`config.mk`:
```
export PLATFORM = sky130hd
export DESIGN_NAME = midi_event_encoder
export DESIGN_NICKNAME = d
export VERILOG_FILES = /design/src/hw/rtl/mee_pkg.sv /design/src/hw/rtl/mee_sequencer.sv /design/src/hw/rtl/mee_datapath.sv /design/src/hw/rtl/midi_event_encoder.sv
export VERILOG_INCLUDE_DIRS = /design/src /design/src/hw/rtl
export SDC_FILE = /design/constraint.sdc
export NUM_CORES = 1
export LEC_CHECK = 0
export BUFFER_PORTS_ARGS = -buffer_cell sky130_fd_sc_hd__buf_2
export CAP_MARGIN = 20
export CORE_MARGIN = 10
export CORE_UTILIZATION = 60
export DETAILED_ROUTE_END_ITERATION = 8
export HOLD_SLACK_MARGIN = 0.15
export MAX_ROUTING_LAYER = met4
export PLACE_DENSITY = 0.9
export SETUP_SLACK_MARGIN = 0.3
export SYNTH_ARGS = -nofsm -noshare
export SYNTH_HDL_FRONTEND = slang
export SYNTH_SLANG_ARGS = --single-unit
```
`constraint.sdc`:
```
create_clock -name aclk -period 7.7 [get_ports aclk]
set_input_delay 0.77 -clock aclk [delete_from_list [all_inputs] [get_ports aclk]]
set_output_delay 0.77 -clock aclk [all_outputs]
set_load 0.05 [all_outputs]
```
`src/hw/rtl/assert_macros.svh`:
```
// ---------------------------------------------------------------------------
// Assertion macros
// Concurrent assertion wrappers, empty when synthesised.
// ---------------------------------------------------------------------------
`ifndef ASSERT_MACROS_SVH
`define ASSERT_MACROS_SVH

`ifndef SYNTHESIS

// Plain clocked property, held off while in reset.
`define ASSERT_CLK(label, clk, rst_n, prop) \
    label: assert property (@(posedge clk) disable iff (!rst_n) (prop)) \
        else $error("assertion failed");

// Antecedent in this cycle implies the consequent in the same cycle.
`define ASSERT_IMPLY(label, clk, rst_n, ante, cons) \
    `ASSERT_CLK(label, clk, rst_n, (ante) |-> (cons))

// Antecedent in this cycle implies the consequent in the next cycle.
`define ASSERT_NEXT(label, clk, rst_n, ante, cons) \
    `ASSERT_CLK(label, clk, rst_n, (ante) |=> (cons))

`else

`define ASSERT_CLK(label, clk, rst_n, prop)
`define ASSERT_IMPLY(label, clk, rst_n, ante, cons)
`define ASSERT_NEXT(label, clk, rst_n, ante, cons)

`endif

`endif

```
`src/hw/rtl/mee_pkg.sv`:
```
// ---------------------------------------------------------------------------
// mee_pkg
// Types, step numbers and microcode table of the MIDI event encoder.
// ---------------------------------------------------------------------------
package mee_pkg;

    typedef logic [3:0] step_t;

    // Program steps
    localparam step_t STEP_IDLE = 4'd0;
    localparam step_t STEP_D3   = 4'd1;
    localparam step_t STEP_D2   = 4'd2;
    localparam step_t STEP_D1   = 4'd3;
    localparam step_t STEP_D0   = 4'd4;
    localparam step_t STEP_ST   = 4'd5;
    localparam step_t STEP_P1   = 4'd6;
    localparam step_t STEP_P2   = 4'd7;
    localparam step_t STEP_L3   = 4'd8;
    localparam step_t STEP_L2   = 4'd9;
    localparam step_t STEP_L1   = 4'd10;
    localparam step_t STEP_L0   = 4'd11;
    localparam step_t STEP_PAY  = 4'd12;

    // Byte source of a step
    typedef enum logic [2:0] {
        SRC_DELTA,
        SRC_LEN,
        SRC_STATUS,
        SRC_P1,
        SRC_P2,
        SRC_DATA
    } src_t;

    // Condition under which a step emits; otherwise it jumps
    typedef enum logic [3:0] {
        C_ALWAYS,
        C_D3,
        C_D2,
        C_D1,
        C_STAT,
        C_P1,
        C_P2,
        C_L3,
        C_L2,
        C_L1,
        C_REM
    } cond_t;

    // Condition under which the emitted byte closes the event
    typedef enum logic [2:0] {
        E_NONE,
        E_NOSTAT_NODATA,
        E_NODATA,
        E_ONEBYTE,
        E_ALWAYS,
        E_LENZERO,
        E_REMONE
    } endc_t;

    typedef struct packed {
        src_t        src;
        logic [1:0]  grp;
        cond_t       cond;
        endc_t       endc;
        logic        done;
        step_t       jmp;
    } ctl_t;

    // Datapath flags back to the sequencer
    typedef struct packed {
        logic cond;
        logic endv;
        logic slot_free;
    } flags_t;

    localparam int VlqBits = 28;

    function automatic ctl_t rom_word(input step_t step);
        ctl_t w;
        w = '{src: SRC_DELTA, grp: 2'd0, cond: C_ALWAYS, endc: E_NONE,
              done: 1'b1, jmp: STEP_IDLE};
        unique case (step)
            STEP_D3:  w = '{SRC_DELTA,  2'd3, C_D3,     E_NONE,          1'b0, STEP_D2};
            STEP_D2:  w = '{SRC_DELTA,  2'd2, C_D2,     E_NONE,          1'b0, STEP_D1};
            STEP_D1:  w = '{SRC_DELTA,  2'd1, C_D1,     E_NONE,          1'b0, STEP_D0};
            STEP_D0:  w = '{SRC_DELTA,  2'd0, C_ALWAYS, E_NOSTAT_NODATA, 1'b0, STEP_ST};
            STEP_ST:  w = '{SRC_STATUS, 2'd0, C_STAT,   E_NODATA,        1'b0, STEP_P1};
            STEP_P1:  w = '{SRC_P1,     2'd0, C_P1,     E_ONEBYTE,       1'b0, STEP_L3};
            STEP_P2:  w = '{SRC_P2,     2'd0, C_P2,     E_ALWAYS,        1'b1, STEP_L3};
            STEP_L3:  w = '{SRC_LEN,    2'd3, C_L3,     E_NONE,          1'b0, STEP_L2};
            STEP_L2:  w = '{SRC_LEN,    2'd2, C_L2,     E_NONE,          1'b0, STEP_L1};
            STEP_L1:  w = '{SRC_LEN,    2'd1, C_L1,     E_NONE,          1'b0, STEP_L0};
            STEP_L0:  w = '{SRC_LEN,    2'd0, C_ALWAYS, E_LENZERO,       1'b1, STEP_IDLE};
            STEP_PAY: w = '{SRC_DATA,   2'd0, C_REM,    E_REMONE,        1'b1, STEP_IDLE};
            default:  w = '{SRC_DELTA,  2'd0, C_ALWAYS, E_NONE,          1'b1, STEP_IDLE};
        endcase
        return w;
    endfunction

endpackage

```
`src/hw/rtl/mee_sequencer.sv`:
```
// ---------------------------------------------------------------------------
// mee_sequencer
// Step counter and microcode table; emits, holds or jumps per step.
// ---------------------------------------------------------------------------
module mee_sequencer
    import mee_pkg::*;
(
    input  logic   aclk,
    input  logic   aresetn,
    input  logic   accept,
    input  logic   mode,
    input  flags_t flags,
    output ctl_t   ctl,
    output logic   idle,
    output logic   emit
);

    step_t step_reg;
    step_t step_next;

    assign ctl  = rom_word(step_reg);
    assign idle = (step_reg == STEP_IDLE);

    always_comb begin
        step_next = step_reg;
        emit      = 1'b0;
        if (idle) begin
            if (accept) begin
                step_next = mode ? STEP_PAY : STEP_D3;
            end
        end else if (flags.cond) begin
            // hold until the output register can take the byte
            if (flags.slot_free) begin
                emit      = 1'b1;
                step_next = (flags.endv || ctl.done) ? STEP_IDLE : step_reg + step_t'(1);
            end
        end else begin
            step_next = ctl.jmp;
        end
    end

    always_ff @(posedge aclk) begin
        if (!aresetn) begin
            step_reg <= STEP_IDLE;
        end else begin
            step_reg <= step_next;
        end
    end

endmodule

```
`src/hw/rtl/mee_datapath.sv`:
```
// ---------------------------------------------------------------------------
// mee_datapath
// Item registers, running status, byte select and output register.
// ---------------------------------------------------------------------------
module mee_datapath
    import mee_pkg::*;
(
    input  logic                aclk,
    input  logic                aresetn,
    input  logic                accept,
    input  logic                mode,
    input  logic [VlqBits-1:0]  delta_time,
    input  logic [7:0]          status,
    input  logic [7:0]          param_one,
    input  logic [7:0]          param_two,
    input  logic [VlqBits-1:0]  payload_length,
    input  logic [7:0]          data_byte,
    input  ctl_t                ctl,
    input  logic                emit,
    output flags_t              flags,
    output logic                m_tvalid,
    input  logic                m_tready,
    output logic [7:0]          m_tdata,
    output logic                m_tlast
);

    logic [VlqBits-1:0] delta_reg;
    logic [7:0]         status_reg;
    logic [7:0]         p1_reg;
    logic [7:0]         p2_reg;
    logic [VlqBits-1:0] len_reg;
    logic [7:0]         data_reg;
    logic               stat_emit_reg;
    logic [7:0]         last_status_reg;
    logic [VlqBits-1:0] remaining_reg;
    logic [VlqBits-1:0] remaining_next;
    logic               out_valid_reg;
    logic [7:0]         out_byte_reg;
    logic               out_last_reg;

    logic [3:0]         hi;
    logic               two_byte;
    logic               one_byte;
    logic [7:0]         byte_sel;
    logic               cond_flag;
    logic               endv_flag;

    function automatic logic [7:0] vlq_group(input logic [VlqBits-1:0] v,
                                             input logic [1:0] grp);
        logic [6:0] g;
        case (grp)
            2'd0:    g = v[6:0];
            2'd1:    g = v[13:7];
            2'd2:    g = v[20:14];
            default: g = v[27:21];
        endcase
        return {(grp != 2'd0), g};
    endfunction

    assign hi       = status_reg[7:4];
    assign two_byte = (hi == 4'h8) || (hi == 4'h9) || (hi == 4'hA) || (hi == 4'hB) ||
                      (hi == 4'hE);
    assign one_byte = (hi == 4'hC) || (hi == 4'hD);

    always_comb begin
        unique case (ctl.cond)
            C_ALWAYS: cond_flag = 1'b1;
            C_D3:     cond_flag = (delta_reg[27:21] != '0);
            C_D2:     cond_flag = (delta_reg[27:14] != '0);
            C_D1:     cond_flag = (delta_reg[27:7] != '0);
            C_STAT:   cond_flag = stat_emit_reg;
            C_P1:     cond_flag = two_byte || one_byte || (status_reg == 8'hFF);
            C_P2:     cond_flag = two_byte;
            C_L3:     cond_flag = (len_reg[27:21] != '0);
            C_L2:     cond_flag = (len_reg[27:14] != '0);
            C_L1:     cond_flag = (len_reg[27:7] != '0);
            C_REM:    cond_flag = (remaining_reg != '0);
            default:  cond_flag = 1'b0;
        endcase
    end

    always_comb begin
        unique case (ctl.endc)
            E_NONE:          endv_flag = 1'b0;
            E_NOSTAT_NODATA: endv_flag = !stat_emit_reg && !status_reg[7];
            E_NODATA:        endv_flag = !status_reg[7];
            E_ONEBYTE:       endv_flag = one_byte;
            E_ALWAYS:        endv_flag = 1'b1;
            E_LENZERO:       endv_flag = (len_reg == '0);
            E_REMONE:        endv_flag = (remaining_reg == VlqBits'(1));
            default:         endv_flag = 1'b0;
        endcase
    end

    assign flags = '{cond: cond_flag, endv: endv_flag,
                     slot_free: (!out_valid_reg || m_tready)};

    always_comb begin
        unique case (ctl.src)
            SRC_DELTA:  byte_sel = vlq_group(delta_reg, ctl.grp);
            SRC_LEN:    byte_sel = vlq_group(len_reg, ctl.grp);
            SRC_STATUS: byte_sel = status_reg;
            SRC_P1:     byte_sel = p1_reg;
            SRC_P2:     byte_sel = p2_reg;
            SRC_DATA:   byte_sel = data_reg;
            default:    byte_sel = data_reg;
        endcase
    end

    always_comb begin
        remaining_next = remaining_reg;
        if (accept && !mode) begin
            // a header abandons any payload still expected
            remaining_next = (status[7:4] == 4'hF) ? payload_length : '0;
        end else if (emit && (ctl.src == SRC_DATA)) begin
            remaining_next = remaining_reg - VlqBits'(1);
        end
    end

    always_ff @(posedge aclk) begin
        if (accept) begin
            delta_reg <= delta_time;
            p1_reg    <= param_one;
            p2_reg    <= param_two;
            len_reg   <= payload_length;
            data_reg  <= data_byte;
        end
        if (emit) begin
            out_byte_reg <= byte_sel;
            out_last_reg <= endv_flag;
        end
    end

    always_ff @(posedge aclk) begin
        if (!aresetn) begin
            status_reg      <= '0;
            stat_emit_reg   <= 1'b0;
            last_status_reg <= '0;
            remaining_reg   <= '0;
            out_valid_reg   <= 1'b0;
        end else begin
            if (accept && !mode) begin
                status_reg      <= status;
                stat_emit_reg   <= (status != last_status_reg) || (status >= 8'hF0);
                last_status_reg <= status;
            end
            remaining_reg <= remaining_next;
            if (emit) begin
                out_valid_reg <= 1'b1;
            end else if (m_tready) begin
                out_valid_reg <= 1'b0;
            end
        end
    end

    assign m_tvalid = out_valid_reg;
    assign m_tdata  = out_byte_reg;
    assign m_tlast  = out_last_reg;

endmodule

```
`src/hw/rtl/midi_event_encoder.sv`:
```
// ---------------------------------------------------------------------------
// midi_event_encoder
// MIDI track event serialiser with running status and VLQ encoding.
// ---------------------------------------------------------------------------
// Usage:
//   Slave channel: one request is either an event header (s_tuser = 0) or one
//   payload byte of a sysex/meta event (s_tuser = 1). s_tready is high only
//   while the sequencer sits at its idle step, so one request is worked on
//   at a time.
//   Master channel: one encoded byte per request, m_tlast on the final byte
//   of an event (on the last payload byte for sysex/meta with a payload).
//   Sequence: a header walks the microprogram one step a clock, skipped
//   steps included, except that an emitting step waits while the output
//   register holds an untaken byte: delta groups, status, data or type
//   bytes, length groups, emitting 1 to 10 bytes, then back to the idle
//   step. A payload byte takes a single step. The step counter and its
//   table of control words set this order. The first byte on m_tdata is
//   the most significant delta group that is sent.
//   A payload byte with nothing outstanding is dropped without output.
//   Reset clears the step counter, running status, payload count and output
//   valid. When the receiver stalls, the output register holds its byte and
//   the sequencer waits at the emitting step; nothing is lost.
// ---------------------------------------------------------------------------
`include "assert_macros.svh"

module midi_event_encoder
    import mee_pkg::*;
(
    input  logic        aclk,
    input  logic        aresetn,
    input  logic        s_tvalid,
    output logic        s_tready,
    // bits [27:0] delta_time, [35:28] status, [43:36] param_one,
    // [51:44] param_two, [79:52] payload_length, [87:80] data_byte
    input  logic [87:0] s_tdata,
    // bit [0] mode
    input  logic        s_tuser,
    output logic        m_tvalid,
    input  logic        m_tready,
    // bits [7:0] out_byte
    output logic [7:0]  m_tdata,
    // end_of_event
    output logic        m_tlast
);

    ctl_t   ctl;
    flags_t flags;
    logic   idle;
    logic   emit;
    logic   accept;

    // accept only at the idle step
    assign s_tready = idle;
    assign accept   = s_tvalid && s_tready;

    mee_sequencer u_seq (
        .aclk    (aclk),
        .aresetn (aresetn),
        .accept  (accept),
        .mode    (s_tuser),
        .flags   (flags),
        .ctl     (ctl),
        .idle    (idle),
        .emit    (emit)
    );

    mee_datapath u_dp (
        .aclk           (aclk),
        .aresetn        (aresetn),
        .accept         (accept),
        .mode           (s_tuser),
        .delta_time     (s_tdata[27:0]),
        .status         (s_tdata[35:28]),
        .param_one      (s_tdata[43:36]),
        .param_two      (s_tdata[51:44]),
        .payload_length (s_tdata[79:52]),
        .data_byte      (s_tdata[87:80]),
        .ctl            (ctl),
        .emit           (emit),
        .flags          (flags),
        .m_tvalid       (m_tvalid),
        .m_tready       (m_tready),
        .m_tdata        (m_tdata),
        .m_tlast        (m_tlast)
    );

    // A request leaves the idle step at once
    `ASSERT_NEXT(a_busy_after_accept, aclk, aresetn, accept, !s_tready)
    // Bytes come only from a running program
    `ASSERT_IMPLY(a_emit_not_idle, aclk, aresetn, emit, !idle)
    // Never overwrite a byte the receiver has not taken
    `ASSERT_IMPLY(a_emit_slot_free, aclk, aresetn, emit, !m_tvalid || m_tready)

endmodule

```
==> out/summary.txt <==
DP Wirelength: 14.0 mm
Routed WL: 20.0 mm
Rel. slew slack: 28.6%
first-pass GRT wire length: 30.9 mm
drt drc: 0
Clock Latency Late Sink: 0.42 ns
RePlAce Congestion: 0.994
wl on met1: 7.30 mm
Distinct cells, synth: 72
GRT Resource Usage Total: 25.0%
routed via count: 6005
Final period util: 50.2%
CORE AREA: 11500 um2
crit-path max FO: 9
Ports: 104
clock skew: 0.00555 ns
final slew viol count: 0
highest routed layer: met4
yosys warns: 0
Seq. cell area: 3850 um2
total power: 2.99 mW
Hold-fix buffers, CTS: 0
peak supply drop: 0.166 mV
Cells after Synth: 662
RSZ-0062 raised after global routing: false
Synth async-reset ratio: 0%
Setup CP Type: flip-flop to flip-flop
Synth Flop Type: edfxtp_1
Worst-Margin Slew: 1.06 ns
Syn Area/Cell: 10.7 um2
Worst R2R Setup Slack: 3.84 ns
final worst path period need: 3.86 ns
pre-CTS WS: 3.99 ns
First DRT Iteration DRCs: 765
CTS buffer count: 17
clock root buffer: clkbuf_16
sequential area share after synthesis: 54.4%
cell area after layout: 8280 um2
Setup Fix Bufs, Post-CTS: 0
WL/cell: 21.9 um
syn nets: 762
fillcell total: 766
CP arrival: 4.18 ns
maximum number of pins on one net before global-route repair: 83
final core occ: 71.9%
Die Y: 129 um
Max-Cap Viols: 0
multi-input logic area: 2970 um2
H-Tree Depth: 4
Final Hold Fails: 0
initial antenna violation count: 0
vias in the first global route: 5774
Rows: 39
Starting Density: 61.5%
Yosys reg bits: 148
min-delay worst type: flip-flop to flip-flop
Max Fclk: 0.259 GHz
Post-Route Setup TNS: 0 ns
Die Footprint: 16600 um2
clock sink count: 148
Mapped Area: 7090 um2
Yosys top cell by area: edfxtp_1
Worst-path clk slew: 0.06 ns
final setup violating endpoints: 0
Worst setup EP type: flip-flop
PortBufs: 103
CTS tree: done
Area Overhead vs Synth: 16.9%
startpoint class of the critical path: flip-flop
dominant cells by area after synthesis: edfxtp_1 (38%), dfxtp_1 (17%), mux4_2 (4.4%), a21oi_1 (3.4%), nand2_1 (3.4%)
EDFF count, synth: 89
grt ovf: 0
cts repair resizes: 0
most frequent cell after synthesis: edfxtp_1
CP Data Required Time: 8.02 ns
clock buffer depth: 2
DR WL met3: 1.80 mm
Commonest cells post-synth: edfxtp_1 (89), nand2_1 (64), nor2_1 (62)
met2 routed WL: 10.2 mm
Die Wd: 129 um
pwr dens: 361 nW/um2
n_diodes: 0
setup ws final: 3.84 ns
dpl cell area: 7650 um2
DR vias/cell: 6.58
Routed Antenna Nets: 0
outcome: finished clean
Synth top area share: 37.7%
P_leak: 3.08 nW
final net count: 857
layout cells sized above 1: 23.0%
DR pass1 iterations: 8
[placed cells by master, fill, tap and decap left out, types with 12 or more instances in the layout]
cell         n
xor2_1      13
clkbuf_16   17
nor2_1      62
a21oi_1     48
edfxtp_1    89
nand2_1     64
inv_1       23
nor4_1      18
nor3_1      30
xnor2_1     12
mux4_2      14
dfxtp_1     59
nand3_1     13
o21ai_0     40
buf_2      103
[metrics by stage]
step	std cells	hold WS (ns)
floorplan	662	0.441
global placement	879	0.468
detailed placement	879	0.496
CTS	911	0.503
global route	913	0.509
finish	913	0.517
[critical path, stage by stage (launching register included)]
cell and delay [ns]:
edfxtp_1 0.39, or4_1 0.57, nor4_1 0.59, a2111o_1 0.27, nand4_1 0.26, o31ai_1 0.45
o211a_1 0.39, nand2_1 0.17, ha_1 0.41, nor2_1 0.07, o21a_1 0.18
[report_power, final]
part	total [mW]	switching [mW]	internal [mW]
Combinational	0.924	0.594	0.330
Clock	0.843	0.311	0.532
Sequential	1.22	0.157	1.07
[cell families (layout without fill, tap and decap cells)]
group,count (synthesis),count (layout),share of synthesized area [%]
AO/OA/AOI/OAI,156,156,14.4
XOR/XNOR,25,25,3.09
adder cells (fa/ha/maj),7,7,1.24
buffers and inverters,57,165,3.73
flip-flops,148,148,54.4
multiplexers,18,18,5.07
AND/OR/NAND/NOR,251,251,18.1
[cell type report]
type                       instances  share of cell area, %
clock buffer                      22                   5.72
clock inverter                    10                   1.56
inverter                          23                   1.04
multi-input combinational        457                   35.9
sequential                       148                   46.5
tap                              143                   2.16
timing repair buffer             110                   7.10
[routing by layer]
layer | vias to the layer above | track usage (%)
met1 | 2841 | 28.7
met4 | 0 | 12.5
met3 | 63 | 4.48
met2 | 425 | 41.3
li1 | 2676 | -
met5 | - | -
[final timing paths]
kind / from / endpoint / cells after the start
worst max-delay path: u_dp.delta_reg[25] / u_seq.ctl[6] / 10
worst min-delay path: u_dp.status_reg[0] / u_dp.status_reg[0] / 2
worst max register to register: u_dp.delta_reg[25] / u_seq.ctl[6] / 10
worst min register to register: u_dp.status_reg[0] / u_dp.status_reg[0] / 2
No activity file was read; power rests on OpenSTA's default activity.
